<file path="src/sv/pie_pkg.sv">
// Types and constants shared by the palette index expander modules.
package pie_pkg;

  // Byte lanes of one palette entry and of the banked palette store
  localparam int LANES       = 4;
  localparam int LANE_W      = 2;
  localparam int ADDR_W      = 10;

  // Classified queue between front and back end
  localparam int QUEUE_DEPTH = 4;
  localparam int QPTR_W      = 2;

  // Result buffer in the back end
  localparam int OUT_DEPTH   = 4;
  localparam int OPTR_W      = 2;

  // Configuration port
  localparam int PADDR_W     = 3;
  localparam int PDATA_W     = 32;
  localparam logic REG_INDEX_MODE  = 1'b0;
  localparam logic REG_ENTRY_BYTES = 1'b1;

  // Item and mode codes
  localparam logic REQ_LOAD    = 1'b0;
  localparam logic REQ_EXPAND  = 1'b1;
  localparam logic MODE_NIBBLE = 1'b0;
  localparam logic MODE_BYTE   = 1'b1;

  localparam logic [2:0] ENTRY_MIN   = 3'd2;
  localparam logic [2:0] ENTRY_MAX   = 3'd4;
  localparam logic [2:0] ENTRY_RESET = 3'd2;

  localparam logic [7:0] NIBBLE_MASK  = 8'd15;
  localparam int         NIBBLE_SHIFT = 4;

  typedef struct packed {
    logic              req_type;
    logic [7:0]        data_byte;
    logic [ADDR_W-1:0] palette_address;
    logic              level_end_in;
  } req_t;

  typedef struct packed {
    logic [31:0] entry_value;
    logic        run_last;
    logic        level_end_out;
  } pix_t;

  typedef struct packed {
    logic              is_load;
    logic              two_px;
    logic [7:0]        data_byte;
    logic [ADDR_W-1:0] palette_address;
    logic              level_end;
  } cls_t;

endpackage

</file>
<file path="src/sv/pie_queue.sv">
// Short queue of classified words between front and back end.
module pie_queue (
  input  logic          clk,
  input  logic          rst,
  input  logic          push,
  input  pie_pkg::cls_t push_item,
  output logic          full,
  input  logic          pop,
  output logic          head_valid,
  output pie_pkg::cls_t head
);

  pie_pkg::cls_t                mem [pie_pkg::QUEUE_DEPTH];
  logic [pie_pkg::QPTR_W-1:0]   wr_ptr;
  logic [pie_pkg::QPTR_W-1:0]   rd_ptr;
  logic [pie_pkg::QPTR_W:0]     count;

  assign full       = (count == (pie_pkg::QPTR_W+1)'(pie_pkg::QUEUE_DEPTH));
  assign head_valid = (count != '0);
  assign head       = mem[rd_ptr];

  always_ff @(posedge clk) begin
    if (rst) begin
      wr_ptr <= '0;
      rd_ptr <= '0;
      count  <= '0;
    end else begin
      if (push) begin
        wr_ptr <= wr_ptr + 1'b1;
      end
      if (pop) begin
        rd_ptr <= rd_ptr + 1'b1;
      end
      case ({push, pop})
        2'b10:   count <= count + 1'b1;
        2'b01:   count <= count - 1'b1;
        default: count <= count;
      endcase
    end
  end

  always_ff @(posedge clk) begin
    if (push) begin
      mem[wr_ptr] <= push_item;
    end
  end

endmodule

</file>
<file path="config.mk">
export PLATFORM = sky130hd
export DESIGN_NAME = pie_queue
export DESIGN_NICKNAME = d
export VERILOG_FILES = /design/src/sv/pie_pkg.sv /design/src/sv/pie_queue.sv
export SDC_FILE = /design/constraint.sdc
export NUM_CORES = 1
export LEC_CHECK = 0
export BUFFER_PORTS_ARGS = -buffer_cell sky130_fd_sc_hd__buf_2
export CAP_MARGIN = 15
export CELL_PAD_IN_SITES_DETAIL_PLACEMENT = 1
export CELL_PAD_IN_SITES_GLOBAL_PLACEMENT = 2
export CORE_UTILIZATION = 47
export CTS_CLUSTER_DIAMETER = 120
export DETAILED_ROUTE_END_ITERATION = 12
export PLACE_DENSITY_LB_ADDON = 0.1
export REMOVE_ABC_BUFFERS = 1
export SLEW_MARGIN = 20
export SYNTH_ARGS = -nofsm -noshare
export SYNTH_HDL_FRONTEND = slang
export SYNTH_SLANG_ARGS = --single-unit
</file>
<file path="constraint.sdc">
create_clock -name clk -period 2.19 [get_ports clk]
set_input_delay 0.219 -clock clk [delete_from_list [all_inputs] [get_ports clk]]
set_output_delay 0.219 -clock clk [all_outputs]
set_load 0.02 [all_outputs]
</file>
==> results.md, run 1 <==
Yosys:
- Yosys printed 0 warnings.
- The synthesized netlist occupies a cell area of 0.00347 mm2.
- For this run, the leading register cell type out of synthesis is edfxtp_1.
- The number of distinct library cells after synthesis is 20.
- Counting flops and latches in the post-synthesis netlist gives 93.
- The share of synthesized flip-flops with an asynchronous set or reset is 0.
- The gate count of the mapped netlist is 156.
- Yosys mapped a number of flops with a built-in enable equal to 84.
- The average cell area after synthesis is 22.2 um2.
- The sequential-to-total area share from yosys stat is 0.780.

GRT:
- The global-route usage over all layers is 0.175.
- Entering global routing, the biggest net connects 22 pins.
- The number of global-route vias before repair is 1874.
- The wire length of the first global-routing pass is 9390 um.
- The final global-route overflow total is 0.
- The number of antenna violations at the first check in global routing was 0.

Layout:
- The leading cell type in the layout, fill and taps excluded is edfxtp_1.
- In the final layout, the share of cells above drive strength 1 is 0.403.
- The area occupied by multi-input gates is 706 um2.
- Counting the fill cells in the layout gives 620.
- In the layout the commonest cells are edfxtp_1 (84), buf_2 (47), mux4_2 (20).
- The number of antenna diodes in the final layout is 0.
- At the end of the flow, the number of nets in the layout was 247.
- The count of placed standard cells in the final layout, fillers left out is 317.
- The total area of sequential cells is 0.00270 mm2.
- The area growth from synthesis to layout is 16.4%.

Clock tree:
- The number of clock buffers added by TritonCTS is 9.
- The count of clock tree sinks is 93.
- The clock insertion delay at the later pin of the skew report is 340 ps.
- The clock transition at the register clock pins on the worst setup and hold paths after CTS is 90 ps.
- The clock passes through at most 2 buffers.
- The master cell of the clock root buffer is clkbuf_8.
- TritonCTS built the clock tree.
- Gates resized during post-CTS repair numbered 0.
- The number of post-CTS setup repair buffers is 0.
- The count of hold buffers inserted by post-cts repair is 0.
- CTS built an H-tree with a depth of 3.

Routing:
- The overall routed net length is 6040 um.
- The average wire per cell in the routed design is 19.1 um.
- The number of remaining DRC errors is 0.
- Summing over every cut layer, the via total after detailed routing is 1626.
- In the routed layout, each cell is associated on average with a via count of 5.13.
- The first detailed-routing pass took 4 iterations.
- After the first detailed-routing iteration, the DRC count stood at 80.
- The number of nets still failing antenna checks after routing is 0.

Placed design:
- The number of placed instances with taps included is 301.
- The placed wire-length estimate is 4160 um.
- Routability-driven placement finished with a final weighted congestion of 0.681.
- The pre-CTS setup slack is 416 ps.
- Port buffering added 47 buffers.

Die:
- The height of the chip is 87.9 um.
- The die covers 0.00772 mm2.
- The count of boundary I/O pins is 48.
- The effective utilization at floorplan is 0.499.
- The standard-cell row count is 30.
- The placeable core region is 0.00694 mm2.
- In this run the horizontal extent of the chip is 87.9 um.

STA:
- The worst path meets setup with 133 ps of slack.
- The count of pins over their slew limit came to 0.
- Setup repair after global routing left no endpoint under its margin.
- The maximum clock frequency is 0.486 GHz.
- In the final timing run, aggregate negative setup slack is 0 ps.
- The setup-violating endpoint count in the final report is 0.
- The worst path needs 2060 ps of the cycle, external delays included.
- In the finished design, the share of the clock period the worst path needs comes to 0.939.
- For the pin with the worst max-slew slack, the measured transition is 410 ps.
- The final-report hold violation count is 0.
- The remaining max-slew budget at the tightest pin is 0.726.
- The worst setup skew after layout is 7.55 ps.

Pwr:
- Of the total power, the share spent switching nets is 0.234.
- Summed over all cells, the static leakage comes to 1.41 nW.
- Summed over all nets, the switching power comes to 837 uW.
- IR analysis of the VDD net gives a maximum drop of 0.518 mV.
- The clock network fraction of total power is 0.298.
- The share of total power dissipated in combinational logic is 0.124.
- The fraction of power consumed by sequential logic is 0.578.
- The power per unit of standard cell area is 887 mW/mm2.
- Internal power comes to 2.74 mW.

Critical path:
- The maximum fanout along the worst path is 11.
- The kind of launch point of the worst setup path is a register.
- For the worst setup path, the data required time is 1970 ps.
- STA puts the critical path data arrival time at 1840 ps.
- By startpoint and endpoint, the worst setup path is classified as reg -> out.
- The worst setup path is captured at a primary output.

Min path:
- In this run the worst hold path is classified as in -> reg.

Run:
- The number of max-capacitance violations reported is 0.

Run status:
- The flow ran to the end, and the final reports show no timing, DRC or antenna violations.
[synthesized netlist by cell type (all sizes together) (2+ instances only)]
cell type	instances	area [um2]
xor2	3	26.3
buf	4	32.5
ha	5	62.6
inv	6	22.5
xnor2	2	17.5
edfxtp	84	2520
mux4	21	477
a21oi	2	10.0
dfxtp	9	180
nor2	8	30.0
and2	4	25.0
or3	2	12.5
[cell type report]
type | instances | area share
sequential | 93 | 0.670
clock buffer | 11 | 0.0325
multi-input combinational | 52 | 0.175
tap | 96 | 0.0298
inverter | 6 | 0.00558
timing repair buffer | 54 | 0.0744
clock inverter | 5 | 0.0130
[sequential cells by signal, summed over array words and instances (netlist names), named ones only]
signal,flops
count,3
mem,84
wr_ptr,2
rd_ptr,2
[metal layers]
metal	global-route usage	part of all wire	vias to the layer above
li1	-	-	741
met1	0.195	0.40	842
met2	0.325	0.55	37
met3	0.0462	0.043	6
met4	0.0581	0.010	0
met5	0	0	-
[stage by stage]
step	util	hold WS (ps)	cell area [um2]	power (mW)
CTS	0.581	65.8	4040	3.62
detailed placement	0.555	438	3850	2.57
global route	0.581	66.1	4040	3.71
finish	0.581	81.6	4040	3.58
global placement	0.555	429	3850	2.54
floorplan	-	288	3430	2.38
[critical path, cell delays in order, from the launching register on]
cell	delay, ps
dfxtp_2	590
buf_12	220
mux4_2	510
buf_2	180
[power groups by stage]
stage | registers (mW) | logic, mW | clock network (mW)
2_1_floorplan | 2.11 | 0.268 | 0
3_3_place_gp | 2.10 | 0.434 | 0
3_5_place_dp | 2.12 | 0.454 | 0
4_1_cts | 2.07 | 0.455 | 1.09
5_1_grt | 2.08 | 0.483 | 1.14
6_report | 2.07 | 0.445 | 1.07
[cell families (layout without fill, tap and decap cells)]
family,after synthesis,count (layout),synth area share
AOI/OAI and AO/OA,3,3,0.00433
xor gates and xnor gates,5,5,0.0126
adders and majority gates,6,6,0.0238
buffers and inverters,11,76,0.0170
DFF,93,93,0.780
muxes,22,22,0.140
and+or+nand+nor,16,16,0.0224
[final timing paths]
path / from / to / slack, ps / depth (start not counted)
worst min register to register: count[1]$_SDFFE_PP0P_ / count[1]$_SDFFE_PP0P_ / 540 / 2
worst max register to register: count[0]$_SDFFE_PP0P_ / count[2]$_SDFFE_PP0P_ / 610 / 5
worst max-delay path: register / head[9] / 130 / 3
worst min-delay path: push_item[19] / mem[2][19]$_DFFE_PP_ / 80 / 1
No activity file was read; power rests on OpenSTA's default activity.
==> run 2: changes to the inputs <==
CORE_UTILIZATION = 38   (was 47)
==> results.md, run 2 (same netlist as run 1, synthesis figures left out) <==
STA:
- The final clock period utilization by the worst path was 0.921 (-0.0177).
- The maximum clock frequency is 0.496 GHz (+1.9%).
- The setup-violating endpoint count in the final report is 0 (unchanged).
- The transition at the pin with the smallest max-transition slack was 347 ps (-63.7 ps).
- The count of pins over their slew limit came to 0 (unchanged).
- The remaining max-slew budget at the tightest pin is 0.769 (+0.0424).
- The setup TNS is 0 ps (unchanged).
- The final-report hold violation count was 0 (unchanged).
- The worst setup skew after layout is 12.4 ps (+4.86 ps).
- Setup repair after global routing left no endpoint under its margin.
- The shortest clock period the worst path allows after layout is 2020 ps (-38.8 ps).

Clock tree:
- The clock tree from TritonCTS is yes.
- The clock transition at the register clock pins on the worst setup and hold paths after CTS was 90 ps (about the same).
- The count of clock tree sinks was 93 (unchanged).
- The count of hold buffers inserted by post-cts repair came to 0 (unchanged).
- The clock insertion delay at the later pin of the skew report is 360 ps (+20 ps).
- The maximum clock insertion buffer count is 2 (unchanged).
- The tree is rooted in a clkbuf_8.
- The CTS buffer count came to 9 (unchanged).
- The number of cells upsized or downsized after cts came to 0 (unchanged).
- The H-tree depth was 3 (unchanged).
- The number of post-CTS setup repair buffers is 0 (unchanged).

Routing:
- The first-pass detailed-route iteration total is 6 (+2).
- The average vias per placed instance came to 5.01 (-2.3%).
- The total vias in the final route is 1664 (+2.3%).
- The number of nets still failing antenna checks after routing is 0 (unchanged).
- The number of design-rule violations left by the first detailed-router iteration is 67 (-16%).
- The overall routed net length came to 6480 um (+7.2%).
- The number of remaining DRC errors came to 0 (unchanged).
- The average wire per cell in the routed design came to 19.5 um (+2.3%).

Placed design:
- The number of placed instances with taps included is 316 (+5.0%).
- The routability congestion estimate from global placement is 0.704 (+3.5%).
- The placed wire-length estimate is 4390 um (+5.4%).
- The quantity of I/O buffers inserted on ports is 47 (unchanged).

Critical path:
- The nature of the critical path endpoint is a primary output.
- The worst endpoint data arrival time is 1800 ps (-40 ps).
- The critical setup path kind is reg -> out.
- The maximum fanout along the worst path is 8 (-3).
- The worst setup path is launched from a register.
- The worst register-to-register path begins at count[1]$_SDFFE_PP0P_.
- The critical path required time is 1970 ps (about the same).

Pwr:
- The static leakage came to 1.41 nW (about the same).
- The largest voltage drop on the vdd net is 0.389 mV (-25%).
- The power per unit of standard cell area is 870 mW/mm2 (-1.9%).

GRT:
- The final global-route overflow total is 0 (unchanged).
- The pin count of the biggest net entering global routing is 22 (unchanged).
- The global-route usage over all layers is 0.152 (-0.0226).
- The wire length of the first global-routing pass came to 10600 um (+12%).
- The number of antenna violations at the first check in global routing came to 0 (unchanged).
- The number of global-route vias before repair came to 1995 (+6.5%).

Run:
- The number of max-capacitance violations reported was 0 (unchanged).

Die:
- The area of the die is 0.00951 mm2 (+23%).
- The placeable core region is 0.00876 mm2 (+26%).
- The effective utilization at floorplan is 0.396 (-0.104).
- The count of boundary I/O pins was 48 (unchanged).
- The x dimension of the die is 97.5 um (+11%).
- The height of the chip came to 97.5 um (+11%).
- The standard-cell row count came to 34 (+13%).

Layout:
- The count of placed standard cells in the final layout, fillers left out came to 332 (+4.7%).
- The post-layout net count is 250 (+1.2%).
- The fraction of final layout cells with drive strength greater than 1 is 0.415 (+0.0125).
- The area growth from synthesis to layout is 16.8%.
- The leading cell type in the layout, fill and taps excluded is edfxtp_1.
- The number of antenna cells inserted is 0 (unchanged).
- The register name with the most flops is mem.
- The flip-flop count of the largest register, all copies and words added is 84 (unchanged).
- The largest registers in the layout are mem (84), count (3).
- The top cell types in the final layout, fill and taps aside, are edfxtp_1 (84), buf_2 (47), mux4_2 (20).

Min path:
- The type of the worst min-delay path is in -> reg.
- The startpoint of the most critical hold path is push_item[9].

Run status:
- The run finished with clean final reports.
[run 2: changes by cell type in the layout (fill, tap and decap cells not counted)]
cell | previous run | this run
clkinv_2 | 3 | 1
clkinvlp_4 | 1 | 3
bufinv_16 | 1 | 0
buf_4 | 6 | 10
buf_12 | 1 | 0
inv_6 | 0 | 2
clkbuf_1 | 2 | 0
clkinv_1 | 0 | 1
[run 2: critical path: stages (launching register included)]
cell and delay, ps:
dfxtp_2 490, buf_4 230, mux4_1 550, buf_2 170
[run 2: path summary, 6_finish.rpt]
kind	end	slack (ps)	depth (start not counted)
worst max-delay path	head[12]	170	3
worst min-delay path	mem[3][9]$_DFFE_PP_	70	1
worst max register to register	count[2]$_SDFFE_PP0P_	570	5
worst min register to register	count[2]$_SDFFE_PP0P_	530	2
[run 2: area by class of cell]
cell class	count	area (um2)
timing repair buffer	57	310
clock inverter	7	48.8
sequential	93	2700
tap	108	135
multi-input combinational	52	706
fill	830	4710
inverter	6	22.5
clock buffer	9	124
[run 2: per-stage QoR]
step | util | worst slack (ps) | area (um2) | hold WS, ps | total power, mW
finish | 0.462 | 172 | 4050 | 70.7 | 3.52
global route | 0.462 | 35.0 | 4050 | 53.7 | 3.69
CTS | 0.462 | 111 | 4050 | 52.4 | 3.59
detailed placement | 0.442 | 429 | 3880 | 440 | 2.58
global placement | 0.442 | 512 | 3880 | 429 | 2.54
floorplan | - | 158 | 3430 | 288 | 2.38
[run 2: layer usage]
layer	GRT usage	routed length (um)	share of wire	up-vias
li1	-	-	-	747
met1	0.174	2650	0.41	876
met4	0.0781	133	0.021	0
met5	0	0	0	-
met2	0.271	3480	0.54	30
met3	0.0309	221	0.034	11
[run 2: report_power, final]
| group | total [mW] | switching (mW) | internal (mW) |
|---|---|---|---|
| logic | 0.454 | 0.261 | 0.194 |
| clock network | 1.00 | 0.590 | 0.414 |
| registers | 2.07 | 0.0373 | 2.03 |
