--- config.mk ---
export PLATFORM = sky130hd
export DESIGN_NAME = pie_front
export DESIGN_NICKNAME = d
export VERILOG_FILES = /design/src/sv/pie_pkg.sv /design/src/sv/pie_front.sv
export SDC_FILE = /design/constraint.sdc
export NUM_CORES = 1
export LEC_CHECK = 0
export ABC_AREA = 1
export BUFFER_PORTS_ARGS = -buffer_cell sky130_fd_sc_hd__buf_2
export CAP_MARGIN = 30
export CORE_UTILIZATION = 25
export DETAILED_ROUTE_END_ITERATION = 8
export PLACE_DENSITY = 0.87
export SLEW_MARGIN = 20
export SYNTH_ARGS = -nofsm -noshare
export SYNTH_HDL_FRONTEND = slang
export SYNTH_SLANG_ARGS = --single-unit
--- constraint.sdc ---
create_clock -name clk -period 0.8 [get_ports clk]
set_input_delay 0.16 -clock clk [delete_from_list [all_inputs] [get_ports clk]]
set_output_delay 0.16 -clock clk [all_outputs]
set_load 0.02 [all_outputs]
--- src/sv/pie_pkg.sv ---
// Types and constants shared by the palette index expander modules.
package pie_pkg;

  // Byte lanes of one palette entry and of the banked palette store
  localparam int LANES       = 4;
  localparam int LANE_W      = 2;
  localparam int ADDR_W      = 10;

  // Classified queue between front and back end
  localparam int QUEUE_DEPTH = 4;
  localparam int QPTR_W      = 2;

  // Result buffer in the back end
  localparam int OUT_DEPTH   = 4;
  localparam int OPTR_W      = 2;

  // Configuration port
  localparam int PADDR_W     = 3;
  localparam int PDATA_W     = 32;
  localparam logic REG_INDEX_MODE  = 1'b0;
  localparam logic REG_ENTRY_BYTES = 1'b1;

  // Item and mode codes
  localparam logic REQ_LOAD    = 1'b0;
  localparam logic REQ_EXPAND  = 1'b1;
  localparam logic MODE_NIBBLE = 1'b0;
  localparam logic MODE_BYTE   = 1'b1;

  localparam logic [2:0] ENTRY_MIN   = 3'd2;
  localparam logic [2:0] ENTRY_MAX   = 3'd4;
  localparam logic [2:0] ENTRY_RESET = 3'd2;

  localparam logic [7:0] NIBBLE_MASK  = 8'd15;
  localparam int         NIBBLE_SHIFT = 4;

  typedef struct packed {
    logic              req_type;
    logic [7:0]        data_byte;
    logic [ADDR_W-1:0] palette_address;
    logic              level_end_in;
  } req_t;

  typedef struct packed {
    logic [31:0] entry_value;
    logic        run_last;
    logic        level_end_out;
  } pix_t;

  typedef struct packed {
    logic              is_load;
    logic              two_px;
    logic [7:0]        data_byte;
    logic [ADDR_W-1:0] palette_address;
    logic              level_end;
  } cls_t;

endpackage

--- src/sv/pie_front.sv ---
// Front end: configuration registers and classification of incoming words.
module pie_front (
  input  logic                        clk,
  input  logic                        rst,
  input  logic                        psel,
  input  logic                        penable,
  input  logic                        pwrite,
  input  logic [pie_pkg::PADDR_W-1:0] paddr,
  input  logic [pie_pkg::PDATA_W-1:0] pwdata,
  output logic [pie_pkg::PDATA_W-1:0] prdata,
  output logic                        pready,
  input  logic                        req_valid,
  output logic                        req_ready,
  input  pie_pkg::req_t               req,
  input  logic                        queue_full,
  output logic                        push,
  output pie_pkg::cls_t               push_item,
  output logic [2:0]                  entry_size
);

  logic       index_mode;
  logic [2:0] entry_bytes;
  logic       cfg_write;

  assign pready    = 1'b1;
  assign cfg_write = psel && penable && pwrite;

  always_ff @(posedge clk) begin
    if (rst) begin
      index_mode  <= pie_pkg::MODE_BYTE;
      entry_bytes <= pie_pkg::ENTRY_RESET;
    end else if (cfg_write) begin
      case (paddr[2])
        pie_pkg::REG_INDEX_MODE:  index_mode  <= pwdata[0];
        pie_pkg::REG_ENTRY_BYTES: entry_bytes <= pwdata[2:0];
        default: ;
      endcase
    end
  end

  always_comb begin
    case (paddr[2])
      pie_pkg::REG_INDEX_MODE:  prdata = {{(pie_pkg::PDATA_W-1){1'b0}}, index_mode};
      pie_pkg::REG_ENTRY_BYTES: prdata = {{(pie_pkg::PDATA_W-3){1'b0}}, entry_bytes};
      default:                  prdata = '0;
    endcase
  end

  // Clamp entry size into the legal range
  always_comb begin
    if (entry_bytes < pie_pkg::ENTRY_MIN) begin
      entry_size = pie_pkg::ENTRY_MIN;
    end else if (entry_bytes > pie_pkg::ENTRY_MAX) begin
      entry_size = pie_pkg::ENTRY_MAX;
    end else begin
      entry_size = entry_bytes;
    end
  end

  assign req_ready = !queue_full;
  assign push      = req_valid && !queue_full;

  always_comb begin
    push_item.is_load         = (req.req_type == pie_pkg::REQ_LOAD);
    push_item.two_px          = (req.req_type == pie_pkg::REQ_EXPAND) &&
                                (index_mode == pie_pkg::MODE_NIBBLE);
    push_item.data_byte       = req.data_byte;
    push_item.palette_address = req.palette_address;
    push_item.level_end       = req.level_end_in;
  end

endmodule

==> flow_summary.toml, run 1 <==
[clock_tree]
post_cts_buffers = 0
clkSlewWorstSetupHoldPaths_ns = 0.04
clock_tree.htree_level_count = 1
clk_latency_ns = 0.23
cts_max_path_buffers = 2
cts_buffers = 3
cts_tree = "built"
clock-sinks = 4
clockRootBuffer = "clkbuf_4"

[synthesis]
ys_seq_area_share_pct = 12.9
netlist_area_sq_um = 619
synthArstFlopShare_pct = 0
ys_top_cells_by_count = "buf_4, inv_1, nand2_1, nor2_1, nand3_1"
synthTopCellsByArea = "buf_4, dfxtp_1, inv_1"
synth_edf_count = 0
yosysWarnings = 0
synth.distinct_cells = 11
synth_area_leader_cell = "buf_4"
synth_top_area_share_pct = 59.4
yosys_register_bits = 4
yosysMostFrequentCell = "buf_4"
synthCells = 94
synth_flop_cell = "dfxtp_1"
avgSynthCellArea_sq_um = 6.59

[worst_setup_path]
required_ns = 0.64
start_kind = "register"
criticalPathCategory = "reg2out"
cp-end-kind = "output pin"
cp_max_fo = 3
r2r_setup_slack_ns = 0.18
crit_arrival_ns = 0.83
reg2regPathDepth = 2

[detailed_routing]
via_count = 426
wire_per_inst_um = 7.02
vias_per_cell = 3.38
drc = 0
wl_um = 885
dr.first_iter.drc_count = 5
final_antenna_net_count = 0
detail_route.first_pass.iterations = 4

[layout]
syn_to_final_growth_pct = -5.66
multi_input_area_sq_um = 241
num-nets-final = 162
drive_gt1_share_pct = 38.8
n_fill_cell = 276
seqCellArea_sq_um = 87.6
antennaDiodeCount = 0

[timing]
holdWs_ns = 0.154
min_period_ns = 0.994
fmax_mhz = 1010
period_share_pct = 124
rsz0062_at_grt = "yes"
finalHoldViolations = 0
clock_skew_ns = 0
layout_setup_ws_ns = -0.194
drv_slew = 0
setup_viol = 7

[floorplanning]
dieArea_sq_mm = 0.00268
coreArea_sq_mm = 0.00228
die-width_um = 51.8
io_pins = 121
die_h_um = 51.8
std_cell_rows = 17
start_util_pct = 27.2

[run]
maxCapViolations = 0

[worst_hold_path]
hold_class = "in2reg"
hold_depth = 3

[power]
power.density_mw_per_mm2 = 1280
p_leak_nw = 0.355
vdd_ir_drop_max_uv = 577

[global_routing]
grtUsageTotal_pct = 6.71
grt_pass1_vias = 340
antenna_found_initial = 0
grt.overflow.total = 0
grt_pass1_wl_mm = 1.32
grt_max_degree = 7

[status]
status = "finished, violations left"
violations = "negative setup slack"

[placement]
io_buffers = 21
place.gp.congestion = 0.805
pre_cts_ws_ns = -0.0398
dpl.hpwl_um = 749
## cells by family (layout without fill, tap and decap cells)
kind of cell | Yosys count | count (layout) | share of synthesized area [%]
AOI/OAI and AO/OA | 2 | 2 | 1.62
buffers and inverters | 61 | 37 | 66.7
DFF | 4 | 4 | 12.9
other | 2 | 30 | 1.21
and+or+nand+nor | 25 | 25 | 17.6
## placed cells by master, fill, tap and decap left out
cell / instances
buf_2: 14
nand2_1: 8
dfxtp_2: 3
clkbuf_4: 3
buf_6: 5
buf_4: 4
nand3_1: 6
nor2_4: 1
o21ai_0: 2
nor2_2: 2
inv_2: 3
dfxtp_4: 1
conb_1: 30
nand2_2: 2
nor2_1: 6
inv_1: 8
## per-layer routing
| layer | GRT usage, % | share of wire [%] | wire, um | up-vias |
|---|---|---|---|---|
| met5 | 0 | 0 | 0 | - |
| met4 | 4.50 | 0 | 0 | 0 |
| met3 | 2.92 | 12 | 105 | 0 |
| met2 | 10.2 | 46 | 410 | 36 |
| met1 | 7.52 | 42 | 369 | 183 |
| li1 | - | - | - | 207 |
## stage by stage
| stage | total power, mW | utilization, % | instance area [sq um] | std cells | setup TNS (ns) |
|---|---|---|---|---|---|
| after floorplan | 0.660 | - | 727 | 122 | 0 |
| after global routing | 0.802 | 25.7 | 584 | 126 | -1.31 |
| after global placement | 0.476 | 22.4 | 510 | 123 | -0.0414 |
| after detailed placement | 0.477 | 22.4 | 510 | 123 | -0.0718 |
| final | 0.747 | 25.7 | 584 | 126 | -1.02 |
| after CTS | 0.756 | 25.5 | 579 | 126 | -1.13 |
## critical path, stage by stage, from the launching register on
cell and delay (ns):
dfxtp_2 0.33, nand2_2 0.05, nor2_2 0.09, buf_6 0.12
## layout make-up
class / count / share of cell area, %
tap: 28 / 6.00
timing repair buffer: 23 / 26.8
multi-input combinational: 57 / 41.3
clock buffer: 3 / 3.85
inverter: 11 / 7.07
sequential: 4 / 15.0
## power breakdown
group	total (mW)	switching, mW	leakage [nW]	internal (mW)
Combinational	0.280	0.208	0.308	0.0723
Sequential	0.214	0.00763	0.0329	0.207
Clock	0.252	0.0844	0.0138	0.168
Total	0.747	0.300	0.355	0.447
## state kept, by name (all words and copies together), names as in the netlist
name,cells
index_mode,1
entry_bytes,3
## worst paths after layout
kind,startpoint,endpoint
max,entry_bytes[0],entry_size[0]
max reg2reg,entry_bytes[2],entry_bytes[2]
min,pwdata[1],entry_bytes[1]
min reg2reg,entry_bytes[0],entry_bytes[0]
## timing repair
action                                  4_1_cts  5_1_grt
pin swaps                                     2        0
endpoints found under the setup margin        7        7
hold buffers                                  0        0
gates resized for setup                      19        3
Power figures use the tool's default switching activity.
==> inputs of run 2 (changes only) <==
--- a/config.mk
+++ b/config.mk
@@ -8,6 +8,7 @@
 export ABC_AREA = 1
 export BUFFER_PORTS_ARGS = -buffer_cell sky130_fd_sc_hd__buf_2
 export CAP_MARGIN = 30
+export CORE_ASPECT_RATIO = 0.75
 export CORE_UTILIZATION = 25
 export DETAILED_ROUTE_END_ITERATION = 8
 export PLACE_DENSITY = 0.87
==> run 2 against run 1 <==
The flow still finishes with violations (negative setup slack). Worst setup slack improved by 0.0025 ns. Combinational power decreased by 2%. First-iteration DRC count down 80%. Critical path depth is the same. Sequential cell count unchanged. Clock power about the same. Non-clock buffer count shrank 1. Cell count up 4.0%. Critical endpoint unchanged. Largest cell class unchanged.
==> flow_summary.toml, run 2 (synthesized netlist as in run 1, its figures left out) <==
[status]
status = "finished, violations left"
violations = "negative setup slack"

[power]
p_leak_nw = 0.352
netSwitchingFraction_pct = 39.8
p_seq_share_pct = 29.0
p_int_mw = 0.443
p_sw_mw = 0.294
vdd_ir_drop_max_uv = 259
pwr-share-clk_pct = 33.9
p_comb_share_pct = 37.1
power_mw = 0.737
power.density_mw_per_mm2 = 1270

[floorplanning]
dieArea_sq_mm = 0.00268
die-width_um = 59.5
start_util_pct = 26.6
coreArea_sq_mm = 0.00233
die_h_um = 45.1
std_cell_rows = 15
io_pins = 121

[layout]
syn_to_final_growth_pct = -6.46
largest_reg_flops = 3
num-nets-final = 161
final_common_cell = "conb_1"
seqCellArea_sq_um = 87.6
drive_gt1_share_pct = 35.1
multi_input_area_sq_um = 236
regMostFlops = "entry_bytes"
reg_top3 = "entry_bytes: 3 flops, index_mode: 1 flops"
final_cell_mix = "conb_1, buf_2, nand2_1, inv_1, nor2_1"
utilization_pct = 24.9
n_fill_cell = 286
antennaDiodeCount = 0

[worst_setup_path]
criticalPathCategory = "reg2out"
worstPathCellList = "nand2_2, nor2_2, buf_6"
cp-end-kind = "output pin"
crit_path_start = "entry_bytes[0]"
slowest_delay_ns = 0.34
r2r-start = "entry_bytes[2]"
cp_max_fo = 3
required_ns = 0.64
start_kind = "register"
r2r_setup_slack_ns = 0.20
cp_slowest_cell = "dfxtp_2"
crit_arrival_ns = 0.83

[timing]
rsz0062_at_grt = "yes"
setup_viol = 7
finalHoldViolations = 0
period_share_pct = 124
drv_slew = 0
min_period_ns = 0.991
layout_setup_ws_ns = -0.191
fmax_mhz = 1010
holdWs_ns = 0.141
clock_skew_ns = 0

[clock_tree]
post_cts_buffers = 0
ctsHoldBuffers = 0
clockRootBuffer = "clkbuf_4"
clock_tree.htree_level_count = 1
clk_latency_ns = 0.23
clock-sinks = 4
cts_buffers = 3
cts_tree = "built"
cts_max_path_buffers = 2
clkSlewWorstSetupHoldPaths_ns = 0.04

[global_routing]
busiest_layer = "met2"
grt_pass1_vias = 321
grt_max_degree = 8
use_met3_pct = 2.87
grt.overflow.total = 0
grt_pass1_wl_mm = 1.13
grtUsageTotal_pct = 5.95
use_met1_pct = 4.50
use_met2_pct = 11.2
antenna_found_initial = 0

[detailed_routing]
drc = 0
vias_per_cell = 3.10
wire_per_inst_um = 6.11
wl_um = 800
detail_route.first_pass.iterations = 2
final_antenna_net_count = 0
via_count = 406
dr.first_iter.drc_count = 1

[placement]
place.gp.congestion = 0.697
io_buffers = 21
dpl.hpwl_um = 681

[worst_hold_path]
hold_class = "in2reg"
worstHoldStart = "pwdata[1]"

[run]
maxCapViolations = 0
## run 2: power groups by stage
stage	Combinational [mW]	Clock, mW	Sequential [mW]
5_1_grt	0.301	0.275	0.215
6_report	0.273	0.249	0.214
4_1_cts	0.272	0.259	0.216
3_5_place_dp	0.254	0	0.217
3_3_place_gp	0.252	0	0.217
2_1_floorplan	0.445	0	0.215
## run 2: repair_timing
item                                   in CTS  in global routing
pin swaps                                   3                  1
gates resized for setup                    17                  2
setup endpoints to repair                   7                  7
gates cloned                                0                  0
endpoints found under the hold margin       0                  0
## run 2: path summary, 6_finish.rpt
check                        end  cells after the start
setup / recovery   entry_size[0]                      3
hold / removal    entry_bytes[1]                      3
setup reg to reg  entry_bytes[2]                      2
hold reg to reg       index_mode                      2
## run 2: per-layer routing
layer	up-vias	part of all wire (%)
met3	2	10
met4	0	2.4
met5	-	0
li1	204	-
met2	23	55
met1	177	32
## run 2: worst max-delay path: cells and delay by family, from the launching register on
kind | cells | cell delay [ns]
flops | 1 | 0.34
simple gates | 2 | 0.14
buf+inv | 1 | 0.12
## run 2: area by class of cell
cell class / count / area share (%)
clock buffers: 3 / 3.89
flip-flops and latches: 4 / 15.1
multi-input cells: 57 / 40.8
well taps: 34 / 7.34
repair buffers: 22 / 25.7
inverters: 11 / 7.13
## run 2: through the flow
| step | instances | cell area, sq um | setup WS, ns | TNS [ns] |
|---|---|---|---|---|
| after detailed placement | 128 | 510 | -0.0273 | -0.0444 |
| after global routing | 131 | 579 | -0.229 | -1.32 |
| after floorplan | 122 | 727 | 0.0414 | 0 |
| after CTS | 131 | 577 | -0.205 | -1.13 |
| final | 131 | 579 | -0.191 | -1.05 |
| after global placement | 128 | 510 | -0.0207 | -0.0354 |
==> inputs of run 3 (changes only) <==
--- a/config.mk
+++ b/config.mk
@@ -12,6 +12,7 @@
 export CORE_UTILIZATION = 25
 export DETAILED_ROUTE_END_ITERATION = 8
 export PLACE_DENSITY = 0.87
+export RECOVER_POWER = 100
 export SLEW_MARGIN = 20
 export SYNTH_ARGS = -nofsm -noshare
 export SYNTH_HDL_FRONTEND = slang
==> run 3 against run 2 <==
The flow still finishes with violations (negative setup slack). Via count is the same. Worst setup slack stayed put. Wire length increased by 1.0%. Total power fell by 0.14%. Die area did not move. Cell count unchanged. Combinational power hardly changed. Sequential cell count is the same.
==> flow_summary.toml, run 3 (synthesized netlist as in run 1, its figures left out) <==
[worst_setup_path]
criticalPathCategory = "reg2out"
crit_arrival_ns = 0.83
cp-end-kind = "output pin"
cp_slowest_cell = "dfxtp_2"
cp_max_fo = 3
start_kind = "register"
worstPathCellList = "nand2_2, nor2_2, buf_6"
required_ns = 0.64
slowest_delay_ns = 0.34

[layout]
antennaDiodeCount = 0
utilization_pct = 24.8
regMostFlops = "entry_bytes"
final_cell_mix = "conb_1, buf_2, nand2_1, inv_1, nor2_1"
reg_top3 = "entry_bytes: 3 flops, index_mode: 1 flops"
largest_reg_flops = 3
final_common_cell = "conb_1"
drive_gt1_share_pct = 33.0
stdcell_area_sq_um = 577
num-nets-final = 161
syn_to_final_growth_pct = -6.87

[timing]
drv_slew = 0
holdWs_ns = 0.141
min_period_ns = 0.991
layout_setup_ws_ns = -0.191
clock_skew_ns = 0
period_share_pct = 124
fmax_mhz = 1010
setup-tns-final_ns = -1.05
rsz0062_at_grt = "yes"
finalHoldViolations = 0
setup_viol = 7

[detailed_routing]
detail_route.first_pass.iterations = 2
wl_um = 808
drc = 0
vias_per_cell = 3.10
dr.first_iter.drc_count = 2
final_antenna_net_count = 0
via_count = 406
wire_per_inst_um = 6.17

[power]
p_leak_nw = 0.346
power_mw = 0.736
vdd_ir_drop_max_uv = 259
power.density_mw_per_mm2 = 1280

[floorplanning]
die_h_um = 45.1
die-width_um = 59.5
std_cell_rows = 15
io_pins = 121
start_util_pct = 26.6
coreArea_sq_mm = 0.00233
dieArea_sq_mm = 0.00268

[placement]
dpl_cell_area_sq_um = 510
dpl.hpwl_um = 681
place.gp.congestion = 0.697
io_buffers = 21

[clock_tree]
cts_buffers = 3
clock_tree.htree_level_count = 1
cts_max_path_buffers = 2
ctsHoldBuffers = 0
cts_tree = "built"
clockRootBuffer = "clkbuf_4"
post_cts_buffers = 0
clock-sinks = 4
clk_latency_ns = 0.23
clkSlewWorstSetupHoldPaths_ns = 0.04

[global_routing]
grt.overflow.total = 0
antenna_found_initial = 0
grt_max_degree = 8
grt_pass1_vias = 321
grt_pass1_wl_mm = 1.13
grtUsageTotal_pct = 5.95

[status]
status = "finished, violations left"
violations = "negative setup slack"

[worst_hold_path]
hold_class = "in2reg"

[run]
maxCapViolations = 0
[run 3: area by class of cell]
| class | count | area (sq um) |
|---|---|---|
| inverters | 11 | 41.3 |
| clock buffers | 3 | 22.5 |
| well taps | 34 | 42.5 |
| flip-flops and latches | 4 | 87.6 |
| fillers | 285 | 1750 |
| multi-input cells | 57 | 236 |
| repair buffers | 22 | 146 |
[run 3: timing repair]
action	in CTS	in global routing
endpoints found under the setup margin	7	7
pin swaps	3	1
gates resized for setup	17	2
[run 3: worst max-delay path, delay by kind of cell (launching register included)]
family                 cells  cell delay, ns
buffers and inverters      1            0.12
DFF                        1            0.34
and+or+nand+nor            2            0.14
[run 3: layer usage]
layer  track usage (%)  up-vias  wire [um]
met3              2.87        2         83
met2              11.2       23        439
met5                 0        -          0
met4              5.24        0         19
li1                  -      204          -
met1              4.50      177        265
[run 3: path summary, 6_finish.rpt]
check	from	endpoint	depth (start not counted)	slack [ns]
worst max-delay path	entry_bytes[0]	entry_size[0]	3	-0.19
worst min-delay path	pwdata[1]	entry_bytes[1]	3	0.14
worst max register to register	entry_bytes[2]	entry_bytes[2]	2	0.20
worst min register to register	index_mode	index_mode	2	0.49
[run 3: stage by stage]
stage,std cells,setup slack [ns]
CTS,131,-0.205
finish,131,-0.191
floorplan,122,0.0414
detailed placement,128,-0.0273
global placement,128,-0.0207
global route,131,-0.229
[run 3: report_power, final]
part	internal [mW]	switching [mW]
Clock	0.168	0.0817
Combinational	0.0671	0.205
Sequential	0.207	0.00706
Total	0.442	0.294
